File: src/fir_filter_assert.svh
// Assertion helpers shared by the filter modules.
`ifndef FIR_FILTER_ASSERT_SVH
`define FIR_FILTER_ASSERT_SVH

// Consequent must hold in the same cycle as the antecedent.
`define FIR_ASSERT_SAME(label, clk, rst_n, ante, cons, msg) \
    label: assert property (@(posedge clk) disable iff (!(rst_n)) (ante) |-> (cons)) \
        else $error(msg);

// Consequent must hold in the cycle after the antecedent.
`define FIR_ASSERT_NEXT(label, clk, rst_n, ante, cons, msg) \
    label: assert property (@(posedge clk) disable iff (!(rst_n)) (ante) |=> (cons)) \
        else $error(msg);

`endif

File: src/fir_pkg.sv
package fir_pkg;

    localparam int SMP_W      = 16;
    localparam int CIDX_W     = 6;
    localparam int TAPC_W     = 7;
    localparam int FRAC_BITS  = SMP_W - 1;
    localparam int PROD_W     = 2 * SMP_W;
    localparam logic [TAPC_W-1:0] TAPC_RESET = 7'd64;

    typedef enum logic {
        MODE_FILTER = 1'b0,
        MODE_COEF   = 1'b1
    } t_mode;

    typedef enum logic [1:0] {
        ST_CLEAR = 2'd0,
        ST_IDLE  = 2'd1,
        ST_RUN   = 2'd2
    } t_seq_state;

    // One tap step handed from the sequencer to the MAC pipeline.
    typedef struct packed {
        logic issue;
        logic live;
        logic first;
        logic last;
    } t_mac_cmd;

endpackage

File: src/fir_if.sv
interface fir_in_if
    import fir_pkg::*;
();
    logic              valid;
    logic              ready;
    logic              mode;
    logic [SMP_W-1:0]  sample_in;
    logic              block_start;
    logic [CIDX_W-1:0] coef_index;
    logic [SMP_W-1:0]  coef_value;

    modport source (
        output valid, mode, sample_in, block_start, coef_index, coef_value,
        input  ready
    );
    modport sink (
        input  valid, mode, sample_in, block_start, coef_index, coef_value,
        output ready
    );
endinterface

interface fir_out_if
    import fir_pkg::*;
();
    logic             valid;
    logic             ready;
    logic [SMP_W-1:0] filtered_out;
    logic             saturated;

    modport source (
        output valid, filtered_out, saturated,
        input  ready
    );
    modport sink (
        input  valid, filtered_out, saturated,
        output ready
    );
endinterface

File: src/fir_ram.sv
module fir_ram #(
    parameter int WIDTH = 16,
    parameter int DEPTH = 64
) (
    input  logic                                    i_clk,
    input  logic                                    i_we,
    input  logic [((DEPTH > 1) ? $clog2(DEPTH) : 1)-1:0] i_waddr,
    input  logic [WIDTH-1:0]                        i_wdata,
    input  logic [((DEPTH > 1) ? $clog2(DEPTH) : 1)-1:0] i_raddr,
    output logic [WIDTH-1:0]                        o_rdata
);

    logic [WIDTH-1:0] r_mem [DEPTH];
    logic [WIDTH-1:0] r_rdata;

    always_ff @(posedge i_clk) begin
        if (i_we) begin
            r_mem[i_waddr] <= i_wdata;
        end
        r_rdata <= r_mem[i_raddr];
    end

    assign o_rdata = r_rdata;

endmodule

File: src/fir_seq.sv
`include "fir_filter_assert.svh"

module fir_seq
    import fir_pkg::*;
#(
    parameter int MAX_TAPS = 64
) (
    input  logic                 i_clk,
    input  logic                 i_rst_n,
    input  logic                 i_cfg_wr_en,
    input  logic [TAPC_W-1:0]    i_cfg_wr_data,
    fir_in_if.sink               i_smp,
    input  logic                 i_mac_busy,
    output logic                 o_coef_we,
    output logic [((MAX_TAPS > 1) ? $clog2(MAX_TAPS) : 1)-1:0] o_coef_waddr,
    output logic [SMP_W-1:0]     o_coef_wdata,
    output logic [((MAX_TAPS > 1) ? $clog2(MAX_TAPS) : 1)-1:0] o_coef_raddr,
    output logic                 o_hist_we,
    output logic [((MAX_TAPS > 1) ? $clog2(MAX_TAPS) : 1)-1:0] o_hist_waddr,
    output logic [SMP_W-1:0]     o_hist_wdata,
    output logic [((MAX_TAPS > 1) ? $clog2(MAX_TAPS) : 1)-1:0] o_hist_raddr,
    output t_mac_cmd             o_cmd
);

    localparam int AW  = (MAX_TAPS > 1) ? $clog2(MAX_TAPS) : 1;
    localparam int TCW = $clog2(MAX_TAPS + 1);
    localparam logic [AW-1:0]  LAST_ADDR = AW'(MAX_TAPS - 1);
    localparam logic [TCW-1:0] FULL_CNT  = TCW'(MAX_TAPS);

    t_seq_state        r_state, n_state;
    logic [TAPC_W-1:0] r_tap_count, n_tap_count;
    logic [AW-1:0]     r_newest, n_newest;
    logic [TCW-1:0]    r_fill, n_fill;
    logic [TCW-1:0]    r_taps, n_taps;
    logic [AW-1:0]     r_k, n_k;
    logic [AW-1:0]     r_rd_pos, n_rd_pos;
    logic [AW-1:0]     r_clr_addr, n_clr_addr;

    logic           accept;
    logic           is_filter;
    logic           idx_ok;
    logic [AW-1:0]  newest_inc;
    logic [TCW-1:0] taps_eff;
    logic [TCW-1:0] fill_next;
    logic           step_last;

    assign i_smp.ready = (r_state == ST_IDLE) && !i_mac_busy;
    assign accept      = i_smp.valid && i_smp.ready;
    assign is_filter   = (i_smp.mode == MODE_FILTER);
    assign idx_ok      = (int'(i_smp.coef_index) < MAX_TAPS);
    assign newest_inc  = (r_newest == LAST_ADDR) ? '0 : r_newest + 1'b1;
    assign step_last   = (TCW'(r_k) == r_taps - 1'b1);

    // Tap count zero acts as one tap; anything beyond the store depth is clipped.
    always_comb begin
        if (r_tap_count == '0) begin
            taps_eff = TCW'(1);
        end else if (int'(r_tap_count) > MAX_TAPS) begin
            taps_eff = FULL_CNT;
        end else begin
            taps_eff = TCW'(r_tap_count);
        end
    end

    // The history is written in ring order from the last clear, so a tap k back
    // holds real data only if k is below the count of samples since then.
    always_comb begin
        if (i_smp.block_start) begin
            fill_next = TCW'(1);
        end else if (r_fill == FULL_CNT) begin
            fill_next = r_fill;
        end else begin
            fill_next = r_fill + 1'b1;
        end
    end

    always_comb begin
        if (r_state == ST_CLEAR) begin
            o_coef_we    = 1'b1;
            o_coef_waddr = r_clr_addr;
            o_coef_wdata = '0;
        end else begin
            o_coef_we    = accept && !is_filter && idx_ok;
            o_coef_waddr = AW'(i_smp.coef_index);
            o_coef_wdata = i_smp.coef_value;
        end
    end

    assign o_hist_we    = accept && is_filter;
    assign o_hist_waddr = newest_inc;
    assign o_hist_wdata = i_smp.sample_in;
    assign o_coef_raddr = r_k;
    assign o_hist_raddr = r_rd_pos;

    assign o_cmd.issue = (r_state == ST_RUN);
    assign o_cmd.live  = (TCW'(r_k) < r_fill);
    assign o_cmd.first = (r_k == '0);
    assign o_cmd.last  = step_last;

    always_ff @(posedge i_clk) begin
        if (!i_rst_n) begin
            r_state     <= ST_CLEAR;
            r_tap_count <= TAPC_RESET;
            r_newest    <= '0;
            r_fill      <= '0;
            r_taps      <= TCW'(1);
            r_k         <= '0;
            r_rd_pos    <= '0;
            r_clr_addr  <= '0;
        end else begin
            r_state     <= n_state;
            r_tap_count <= n_tap_count;
            r_newest    <= n_newest;
            r_fill      <= n_fill;
            r_taps      <= n_taps;
            r_k         <= n_k;
            r_rd_pos    <= n_rd_pos;
            r_clr_addr  <= n_clr_addr;
        end
    end

    always_comb begin
        n_state     = r_state;
        n_tap_count = i_cfg_wr_en ? i_cfg_wr_data : r_tap_count;
        n_newest    = r_newest;
        n_fill      = r_fill;
        n_taps      = r_taps;
        n_k         = r_k;
        n_rd_pos    = r_rd_pos;
        n_clr_addr  = r_clr_addr;
        unique case (r_state)
            ST_CLEAR: begin
                n_clr_addr = r_clr_addr + 1'b1;
                if (r_clr_addr == LAST_ADDR) begin
                    n_state = ST_IDLE;
                end
            end
            ST_IDLE: begin
                if (accept && is_filter) begin
                    n_newest = newest_inc;
                    n_fill   = fill_next;
                    n_taps   = taps_eff;
                    n_k      = '0;
                    n_rd_pos = newest_inc;
                    n_state  = ST_RUN;
                end
            end
            ST_RUN: begin
                if (step_last) begin
                    n_state = ST_IDLE;
                end else begin
                    n_k      = r_k + 1'b1;
                    n_rd_pos = (r_rd_pos == '0) ? LAST_ADDR : r_rd_pos - 1'b1;
                end
            end
            default: begin
                n_state = ST_IDLE;
            end
        endcase
    end

    `FIR_ASSERT_SAME(a_tap_in_range, i_clk, i_rst_n, r_state == ST_RUN,
        TCW'(r_k) < r_taps, "tap index ran past the tap count")
    `FIR_ASSERT_SAME(a_fill_bound, i_clk, i_rst_n, 1'b1,
        int'(r_fill) <= MAX_TAPS, "history fill count above store depth")
    `FIR_ASSERT_NEXT(a_run_starts_newest, i_clk, i_rst_n, accept && is_filter,
        r_state == ST_RUN && r_k == '0 && o_hist_raddr == $past(o_hist_waddr),
        "filter run does not start at the newest sample")

endmodule

File: src/fir_mac.sv
`include "fir_filter_assert.svh"

module fir_mac
    import fir_pkg::*;
#(
    parameter int MAX_TAPS = 64
) (
    input  logic                    i_clk,
    input  logic                    i_rst_n,
    input  t_mac_cmd                i_cmd,
    input  logic signed [SMP_W-1:0] i_coef,
    input  logic signed [SMP_W-1:0] i_hist,
    output logic                    o_busy,
    fir_out_if.source               o_res
);

    localparam int ACC_W = PROD_W + $clog2(MAX_TAPS + 1);
    localparam int QW    = ACC_W + 1 - FRAC_BITS;
    localparam logic signed [ACC_W:0]  RND_HALF = (ACC_W + 1)'(1) <<< (FRAC_BITS - 1);
    localparam logic signed [QW-1:0]   Q_MAX    = QW'((2 ** (SMP_W - 1)) - 1);
    localparam logic signed [QW-1:0]   Q_MIN    = -QW'(2 ** (SMP_W - 1));

    t_mac_cmd                 r_s1, r_s2;
    logic signed [PROD_W-1:0] r_prod;
    logic signed [ACC_W-1:0]  r_acc;
    logic                     r_done;
    logic                     r_out_valid;
    logic [SMP_W-1:0]         r_out_data;
    logic                     r_out_sat;

    logic signed [PROD_W-1:0] prod;
    logic signed [ACC_W-1:0]  prod_ext;
    logic signed [ACC_W:0]    rnd;
    logic signed [QW-1:0]     q;
    logic [SMP_W-1:0]         res_data;
    logic                     res_sat;
    logic                     load_out;

    assign prod     = i_coef * i_hist;
    assign prod_ext = {{(ACC_W - PROD_W){r_prod[PROD_W-1]}}, r_prod};

    // Round half up, then arithmetic shift by the fraction width.
    assign rnd = {r_acc[ACC_W-1], r_acc} + RND_HALF;
    assign q   = QW'(rnd >>> FRAC_BITS);

    always_comb begin
        if (q > Q_MAX) begin
            res_data = Q_MAX[SMP_W-1:0];
            res_sat  = 1'b1;
        end else if (q < Q_MIN) begin
            res_data = Q_MIN[SMP_W-1:0];
            res_sat  = 1'b1;
        end else begin
            res_data = q[SMP_W-1:0];
            res_sat  = 1'b0;
        end
    end

    assign load_out = r_done && (!r_out_valid || o_res.ready);
    assign o_busy   = r_s1.issue || r_s2.issue || r_done;

    always_ff @(posedge i_clk) begin
        if (!i_rst_n) begin
            r_s1        <= '0;
            r_s2        <= '0;
            r_done      <= 1'b0;
            r_out_valid <= 1'b0;
        end else begin
            r_s1 <= i_cmd;
            r_s2 <= r_s1;
            if (load_out) begin
                r_done <= 1'b0;
            end else if (r_s2.issue && r_s2.last) begin
                r_done <= 1'b1;
            end
            if (load_out) begin
                r_out_valid <= 1'b1;
            end else if (o_res.ready) begin
                r_out_valid <= 1'b0;
            end
        end
    end

    always_ff @(posedge i_clk) begin
        if (r_s1.issue) begin
            r_prod <= r_s1.live ? prod : '0;
        end
        if (r_s2.issue) begin
            r_acc <= r_s2.first ? prod_ext : r_acc + prod_ext;
        end
        if (load_out) begin
            r_out_data <= res_data;
            r_out_sat  <= res_sat;
        end
    end

    assign o_res.valid        = r_out_valid;
    assign o_res.filtered_out = r_out_data;
    assign o_res.saturated    = r_out_sat;

    `FIR_ASSERT_NEXT(a_done_holds, i_clk, i_rst_n, r_done && r_out_valid && !o_res.ready,
        r_done, "finished sum dropped while output was stalled")
    `FIR_ASSERT_SAME(a_no_overlap, i_clk, i_rst_n, r_done,
        !r_s2.issue && !r_s1.issue, "new accumulation while a sum is pending")

endmodule

File: src/fir_filter.sv
// Channel  Dir  Port     Contents
// input    in   i_smp    mode, sample_in, block_start, coef_index, coef_value
// output   out  o_res    filtered_out, saturated
// config   in   i_cfg_*  tap_count (write enable and data)
//
// After a sample item is accepted, the next item waits until one multiply-accumulate
// per tap has run through the history and coefficient memories, followed by a
// three-stage drain (product, accumulate, rounding).
// A coefficient item is written directly while the sequencer stays idle. After reset a
// clearing pass writes zeros to every coefficient memory address with i_smp.ready low.
// A stalled output keeps its result in the output register and a new item is
// still accepted; the next finished sum then waits with i_smp.ready low.
module fir_filter
    import fir_pkg::*;
#(
    parameter int MAX_TAPS = 64
) (
    input  logic              i_clk,
    input  logic              i_rst_n,
    input  logic              i_cfg_wr_en,
    input  logic [TAPC_W-1:0] i_cfg_wr_data,
    fir_in_if.sink            i_smp,
    fir_out_if.source         o_res
);

    localparam int AW = (MAX_TAPS > 1) ? $clog2(MAX_TAPS) : 1;

    logic             coef_we, hist_we;
    logic [AW-1:0]    coef_waddr, coef_raddr, hist_waddr, hist_raddr;
    logic [SMP_W-1:0] coef_wdata, hist_wdata, coef_rdata, hist_rdata;
    logic             mac_busy;
    t_mac_cmd         cmd;

    fir_seq #(.MAX_TAPS(MAX_TAPS)) u_seq (
        .i_clk         (i_clk),
        .i_rst_n       (i_rst_n),
        .i_cfg_wr_en   (i_cfg_wr_en),
        .i_cfg_wr_data (i_cfg_wr_data),
        .i_smp         (i_smp),
        .i_mac_busy    (mac_busy),
        .o_coef_we     (coef_we),
        .o_coef_waddr  (coef_waddr),
        .o_coef_wdata  (coef_wdata),
        .o_coef_raddr  (coef_raddr),
        .o_hist_we     (hist_we),
        .o_hist_waddr  (hist_waddr),
        .o_hist_wdata  (hist_wdata),
        .o_hist_raddr  (hist_raddr),
        .o_cmd         (cmd)
    );

    fir_ram #(.WIDTH(SMP_W), .DEPTH(MAX_TAPS)) u_coef_ram (
        .i_clk   (i_clk),
        .i_we    (coef_we),
        .i_waddr (coef_waddr),
        .i_wdata (coef_wdata),
        .i_raddr (coef_raddr),
        .o_rdata (coef_rdata)
    );

    fir_ram #(.WIDTH(SMP_W), .DEPTH(MAX_TAPS)) u_hist_ram (
        .i_clk   (i_clk),
        .i_we    (hist_we),
        .i_waddr (hist_waddr),
        .i_wdata (hist_wdata),
        .i_raddr (hist_raddr),
        .o_rdata (hist_rdata)
    );

    fir_mac #(.MAX_TAPS(MAX_TAPS)) u_mac (
        .i_clk   (i_clk),
        .i_rst_n (i_rst_n),
        .i_cmd   (cmd),
        .i_coef  (coef_rdata),
        .i_hist  (hist_rdata),
        .o_busy  (mac_busy),
        .o_res   (o_res)
    );

endmodule
File: src/flat_wrapper.sv
// flat-port wrapper written by rule: the top's interface ports become plain ports
module fir_filter_flat import fir_pkg::*;
#(
    parameter int MAX_TAPS = 64
)
  (i_clk, i_rst_n, i_cfg_wr_en, i_cfg_wr_data, i_smp_valid, i_smp_mode, i_smp_sample_in, i_smp_block_start, i_smp_coef_index, i_smp_coef_value, i_smp_ready, o_res_valid, o_res_filtered_out, o_res_saturated, o_res_ready);
  fir_in_if i_smp_i ();
  fir_out_if o_res_i ();
  input  logic i_clk;
  input  logic i_rst_n;
  input  logic i_cfg_wr_en;
  input  logic [TAPC_W-1:0] i_cfg_wr_data;
  input wire logic [$bits(i_smp_i.valid)-1:0] i_smp_valid;
  input wire logic [$bits(i_smp_i.mode)-1:0] i_smp_mode;
  input wire logic [$bits(i_smp_i.sample_in)-1:0] i_smp_sample_in;
  input wire logic [$bits(i_smp_i.block_start)-1:0] i_smp_block_start;
  input wire logic [$bits(i_smp_i.coef_index)-1:0] i_smp_coef_index;
  input wire logic [$bits(i_smp_i.coef_value)-1:0] i_smp_coef_value;
  output wire logic [$bits(i_smp_i.ready)-1:0] i_smp_ready;
  output wire logic [$bits(o_res_i.valid)-1:0] o_res_valid;
  output wire logic [$bits(o_res_i.filtered_out)-1:0] o_res_filtered_out;
  output wire logic [$bits(o_res_i.saturated)-1:0] o_res_saturated;
  input wire logic [$bits(o_res_i.ready)-1:0] o_res_ready;
  assign i_smp_i.valid = i_smp_valid;
  assign i_smp_i.mode = i_smp_mode;
  assign i_smp_i.sample_in = i_smp_sample_in;
  assign i_smp_i.block_start = i_smp_block_start;
  assign i_smp_i.coef_index = i_smp_coef_index;
  assign i_smp_i.coef_value = i_smp_coef_value;
  assign i_smp_ready = i_smp_i.ready;
  assign o_res_valid = o_res_i.valid;
  assign o_res_filtered_out = o_res_i.filtered_out;
  assign o_res_saturated = o_res_i.saturated;
  assign o_res_i.ready = o_res_ready;
  fir_filter #(.MAX_TAPS(MAX_TAPS)) u_core (.i_clk(i_clk), .i_rst_n(i_rst_n), .i_cfg_wr_en(i_cfg_wr_en), .i_cfg_wr_data(i_cfg_wr_data), .i_smp(i_smp_i), .o_res(o_res_i));
endmodule
File: config.mk
export PLATFORM = sky130hd
export DESIGN_NAME = fir_filter_flat
export DESIGN_NICKNAME = d
export VERILOG_FILES = /design/src/fir_pkg.sv /design/src/fir_if.sv /design/src/fir_ram.sv /design/src/fir_seq.sv /design/src/fir_mac.sv /design/src/fir_filter.sv /design/src/flat_wrapper.sv
export VERILOG_INCLUDE_DIRS = /design/src /design/src/src
export SDC_FILE = /design/constraint.sdc
export NUM_CORES = 2
export LEC_CHECK = 0
export BUFFER_PORTS_ARGS = -buffer_cell sky130_fd_sc_hd__buf_2
export CAP_MARGIN = 20
export CORE_MARGIN = 2
export CORE_UTILIZATION = 55
export DETAILED_ROUTE_END_ITERATION = 16
export GPL_TIMING_DRIVEN = 0
export PLACE_DENSITY = 0.71
export SYNTH_ARGS = -nofsm -noshare
export SYNTH_HDL_FRONTEND = slang
export SYNTH_HIERARCHICAL = 1
export SYNTH_SLANG_ARGS = --single-unit
File: constraint.sdc
create_clock -name i_clk -period 17.73 [get_ports i_clk]
set_input_delay 3.546 -clock i_clk [delete_from_list [all_inputs] [get_ports i_clk]]
set_output_delay 3.546 -clock i_clk [all_outputs]
set_load 0.01 [all_outputs]
# --- After elaboration in Yosys (flattened, before gate mapping) ---
# Memories as Yosys holds them, arrays and structs flattened. A register that Yosys moved wholly into a read port is not among the register bits.
# Cells that the tools add are included.
classes:
  n_bitwise: 2
  magnitude_cmp: 4
  add_sub_neg: 8
  n_eq_ne: 11
  muxes: 28
  div_mod_pow: 0
  multipliers: 1
  shifts: 0
  n_reduce_logical: 22
ops:
  columns: ["cell", "n"]
  rows:
  - ["$mux W6", 7]
  - ["$add A39 B16 Y40 const B", 1]
  - ["$add A39 B32 Y39", 1]
  - ["$mux W39", 1]
  - ["$mul A16 B16 Y32", 1]
  - ["$mux W16", 2]
  - ["$mux W7", 4]
  - ["$gt A25 B16 Y1 const B", 1]
  - ["$lt A25 B16 Y1 const B", 1]
  - ["$pmux W6 S2", 2]
  - ["$add A6 B1 Y6 const B", 3]
  - ["$eq A6 B6 Y1 const B", 2]
  - ["$logic_not A6 Y1", 2]
  - ["$reduce_and A3 Y1", 3]
  - ["$mux W1", 8]
  - ["$add A7 B1 Y7 const B", 1]
  - ["$eq A6 B7 Y1", 1]
  - ["$eq A7 B7 Y1 const B", 1]
  - ["$gt A7 B7 Y1 const B", 1]
  - ["$logic_not A7 Y1", 1]
  - ["$lt A6 B7 Y1", 1]
  - ["$sub A7 B1 Y7 const B", 1]
  - ["$logic_and A1 B1 Y1", 6]
  - ["$mux W2", 3]
  - ["other kinds (13)", 21]
word_totals:
  mem_count: 2
  word_cells: 99
  reg_bits: 144
  out_inout_bits: 19
  latchBits: 0
  inputBits: 52
  ram_bits: 2048
  romBits: 0
memory_table:
  columns: ["name", "words", "width", "rd", "rd_ports_with_merged_regs", "write_ports", "line", "rtl"]
  rows:
  - ["u_core.u_coef_ram.r_mem", 64, 16, 1, 1, 1, "fir_ram.sv:13", "logic [WIDTH-1:0] r_mem [DEPTH];"]
  - ["u_core.u_hist_ram.r_mem", 64, 16, 1, 1, 1, "fir_ram.sv:13", null]

# --- Depth between registers and ports, before layout ---
depth:
  ltp_word: 9
  depth_mapped: 25

# --- Hierarchy ---
# The synthesis kept the hierarchy.
by_module_without_submodules:
  columns: ["mod", "n_inst", "cells_each", "area_each_um2"]
  rows:
  - ["fir_ram", 2, 1829, 40042.2]
  - ["fir_mac", 1, 1711, 16061.7]
  - ["fir_seq", 1, 363, 2959.1]

# --- Worst setup path after synthesis ---
# Ideal clock, no wire load.
synth_timing:
  path_type: "register to register"
  startpoint: "reg u_core.u_hist_ram.r_rdata[1] (netlist: u_core/u_hist_ram/o_rdata[1]) (read register of u_core.u_hist_ram.r_mem)"
  endpoint: "reg u_core.u_mac.r_prod[28] (data pin)"
  arrival_time_ns: 6.363
  slack_ns: 11.112
  t_required_ns: 17.475
  path_stages_with_launch: 23
  cell_sequence: "dfxtp_1 -> clkbuf_1 -> nand2_1 -> inv_1 -> fa_1 -> inv_1 -> fa_1 -> inv_1 -> fa_1 -> fa_1 -> fa_1 -> inv_1 -> fa_1 -> inv_1 -> ha_1 -> nand2_1 -> nor2_1 -> or4_1 -> a31o_2 -> a41o_1 -> a21o_1 -> a211o_1 -> and3_1"
synth_between:
  elab_chain_len: 1
synth_rtl:
  columns: ["element", "line", "rtl"]
  rows:
  - ["from (decl)", "fir_ram.sv:14", "logic [WIDTH-1:0] r_rdata;"]
  - ["$mul A16 B16 Y32", "fir_mac.sv:39", "assign prod = i_coef * i_hist;"]
  - ["to (signal assigned)", "fir_mac.sv:86", "r_prod <= r_s1.live ? prod : '0;"]
  - ["to (decl)", "fir_mac.sv:24", "logic signed [PROD_W-1:0] r_prod;"]
# Every way passes these cells.
# A chain may end at the register's enable or synchronous reset.

# --- Worst setup path after layout ---
layout_timing:
  startpoint: "reg u_core.u_hist_ram.r_rdata[9] (netlist: u_core/u_hist_ram/o_rdata[9]) (read register of u_core.u_hist_ram.r_mem)"
  endpoint: "reg u_core.u_mac.r_prod[29] (data pin)"
# Same word-level chain as after synthesis.

==> out/results.ini <==
[sta]
relSlewSlack_pct = 29.3
hold_violations = 0
max_freq_ghz = 0.132
setup_viol_count_final = 0
worst-slew-pin-transition_ps = 1060
slew_viol_final = 0
min_period_over_period_pct = 42.7
final.setup.tns_ps = 0
fin_worst_skew_ps = 29.4
setup_ws_ps = 10170
grt_setup_unrepaired = false
period_needed_ps = 7560

[routing]
drt_first_pass_iters = 6
drtIter0Drc = 6613
routed_wl_um = 253000
num_vias = 55100
drtAntennaViolNets = 0
drc = 0
vias_per_cell = 6.34
post_drt_wl_per_cell_um = 29.1

[global_route]
grt_max_degree = 65
top_usage_layer = met2
grt_pass1_wl_um = 367000
met2_usage_pct = 43.6
grt_overflow = 0
antenna_found_initial = 13
gr-usage-met1_pct = 37.6
grt_util_met3_pct = 5.87
grt_pass1_vias = 54700
grt_use_total_pct = 27.5

[placed_design]
place_inst = 8274
io_buffer_count = 53
place_area_um2 = 105000
place.gp.congestion = 0.913
dp_hpwl_um = 173000
pre_cts_ws_ps = 10130

[critical_path]
path_max_fanout = 10
path_class = flop to flop
cp_data_arrival_time_ps = 8160
cp-start-kind = flop
critPathRequiredTime_ps = 18330
end_kind = flop

[pwr]
power_density_nw_per_um2 = 115
p_leak_nw = 37.3
ir_drop_uv = 159

[synthesis]
synthTopCellsByCount = edfxtp_1 (2136), mux4_2 (440), inv_1 (368)
yosysTopAreaCell = edfxtp_1
yosysTopAreaCellShare_pct = 64.7
synth_seq_cells = 2224
synth-warning-count = 6
yosysSeqAreaShare_pct = 66.5
syn_inst = 5732
syn_nets = 6182
synth-edff-count = 2136
netlist_area_um2 = 99100
synthDistinctLibCells = 100
synth-main-ff-cell = edfxtp_1
synth_area_leaders = edfxtp_1 (65%), mux4_2 (10%), fa_1 (5.3%), mux2i_1 (1.9%), dfxtp_1 (1.8%)
synth.most_common_cell = edfxtp_1
avgSynthCellArea_um2 = 17.3
ys_async_sr_fraction_pct = 0

[clock_network]
numClockSinks = 2224
cts_root_buffer = clkbuf_16
clk_pin_slew_ps = 60
htreeDepth = 4
cts-hold-fix-buffers = 0
clk_latency_ps = 870
post_cts_buffers = 0
cts_made_buffers = 216
clk_path_buf_depth = 3
post_cts_resized = 0
cts_tree = done

[layout]
finalCoreUtilization_pct = 62.6
fin_cells = 8688
final_layout_size_suffix_gt1_share_pct = 21.6
fin_nets = 6588
syn_to_final_growth_pct = 13.0
design_area_um2 = 112000

[status]
outcome = completed

[floorplan]
die_x_um = 428
die_y_um = 428
core_area_um2 = 179000
start_util_pct = 55.4
io_pins = 71
die_area_um2 = 184000
row_count = 155

[job]
drv_cap = 0

[worst_hold_path]
hp-class = flop to flop

==> sequential cells by signal, indices dropped and copies added, names as in the netlist, 3 cells and up <==
name / count
u_core/u_seq/o_coef_raddr: 6
u_core/u_mac/o_res.filtered_out: 16
u_core/u_seq/r_newest: 6
u_core/u_mac/r_s1: 4
u_core/u_mac/r_s2: 3
u_core/u_seq/r_tap_count: 7
u_core/u_coef_ram/o_rdata: 16
u_core/u_hist_ram/o_rdata: 16
u_core/u_hist_ram/r_mem: 1024
u_core/u_seq/r_taps: 7
u_core/u_seq/o_hist_raddr: 6
u_core/u_coef_ram/r_mem: 1024
u_core/u_mac/r_prod: 32
u_core/u_seq/r_fill: 7
u_core/u_seq/r_clr_addr: 6
u_core/u_mac/r_acc: 39
==> layout make-up <==
type | count | area (µm²)
plain buffers | 293 | 1870
clock inverters | 141 | 1230
fillers | 12300 | 66800
multi-input cells | 2846 | 30400
flip-flops and latches | 2224 | 65900
well taps | 2355 | 2950
diodes | 11 | 27.5
repair buffers | 188 | 2530
inverters | 369 | 1390
clock buffers | 261 | 5690
==> where the power goes <==
group / switching, W / internal (W)
combinational: 0.00156 / 0.00111
sequential: 0.0000183 / 0.00573
clock: 0.00196 / 0.00252
==> cell usage in the layout, fill, tap and decap left out, types with 17 or more instances in the layout <==
| cell type | count |
|---|---|
| nor3_1 | 19 |
| a221oi_1 | 34 |
| nand2b_1 | 31 |
| nand3_1 | 74 |
| clkinv_1 | 62 |
| xor2_1 | 36 |
| nand2_1 | 339 |
| buf_8 | 97 |
| mux2i_1 | 185 |
| a21o_1 | 32 |
| clkbuf_16 | 220 |
| o21ai_0 | 94 |
| ha_1 | 135 |
| buf_2 | 126 |
| clkbuf_1 | 146 |
| nor2_2 | 126 |
| buf_6 | 45 |
| and2_1 | 147 |
| edfxtp_1 | 2136 |
| inv_1 | 368 |
| nor2_1 | 111 |
| a311oi_1 | 18 |
| buf_16 | 17 |
| buf_12 | 26 |
| a31oi_1 | 33 |
| a211o_1 | 22 |
| mux2_2 | 66 |
| buf_4 | 46 |
| nand4_1 | 41 |
| a22oi_1 | 78 |
| fa_1 | 263 |
| nor2b_1 | 71 |
| xnor2_1 | 56 |
| a21oi_1 | 108 |
| dfxtp_1 | 87 |
| mux4_2 | 440 |
| a211oi_1 | 27 |
| clkinv_2 | 37 |
==> metrics by stage <==
step,hold WS (ps),total power (W)
3_5_place_dp,431,0.00853
6_report,441,0.0129
3_3_place_gp,433,0.00847
5_1_grt,474,0.0135
2_1_floorplan,412,0.00789
4_1_cts,445,0.0130
==> path summary, 6_finish.rpt <==
check | from | to | slack [ps] | cells past startpoint
min | u_core/u_mac/r_s1[0] | u_core/u_mac/r_s2[0] | 440 | 1
min reg2reg | u_core/u_mac/r_s1[0] | u_core/u_mac/r_s2[0] | 440 | 1
max | u_core/u_hist_ram/o_rdata[9] | u_core/u_mac/r_prod[29] | 10170 | 22
max reg2reg | u_core/u_hist_ram/o_rdata[9] | u_core/u_mac/r_prod[29] | 10170 | 22
==> per-layer routing <==
layer	part of all wire [%]	vias up
li1	-	22900
met1	38	28500
met2	48	3103
met3	10	539
met4	4.1	8
met5	0.019	-
==> worst max-delay path, cell delays in order (launching register included) <==
cell and delay, ps:
dfxtp_1 700, clkbuf_1 560, nand2_1 180, fa_1 580, inv_1 50, fa_1 510
inv_1 50, fa_1 470, inv_1 50, fa_1 520, fa_1 560, inv_1 60
fa_1 540, inv_1 70, ha_1 360, a21o_1 180, a21o_1 170, a221o_1 350
o211ai_1 310, a31oi_1 240, or4_1 440, a31oi_1 230, mux2i_1 100
==> kinds of logic after synthesis <==
| logic type | Yosys count | share of synthesized area, % |
|---|---|---|
| buffers and inverters | 662 | 3.29 |
| adder cells (fa/ha/maj) | 398 | 7.02 |
| flip-flops | 2224 | 66.5 |
| AO/OA/AOI/OAI | 585 | 4.12 |
| AND/OR/NAND/NOR | 1072 | 5.43 |
| multiplexers | 699 | 12.8 |
| XOR/XNOR | 92 | 0.813 |
Note: power is estimated with default switching activity, not from simulation.
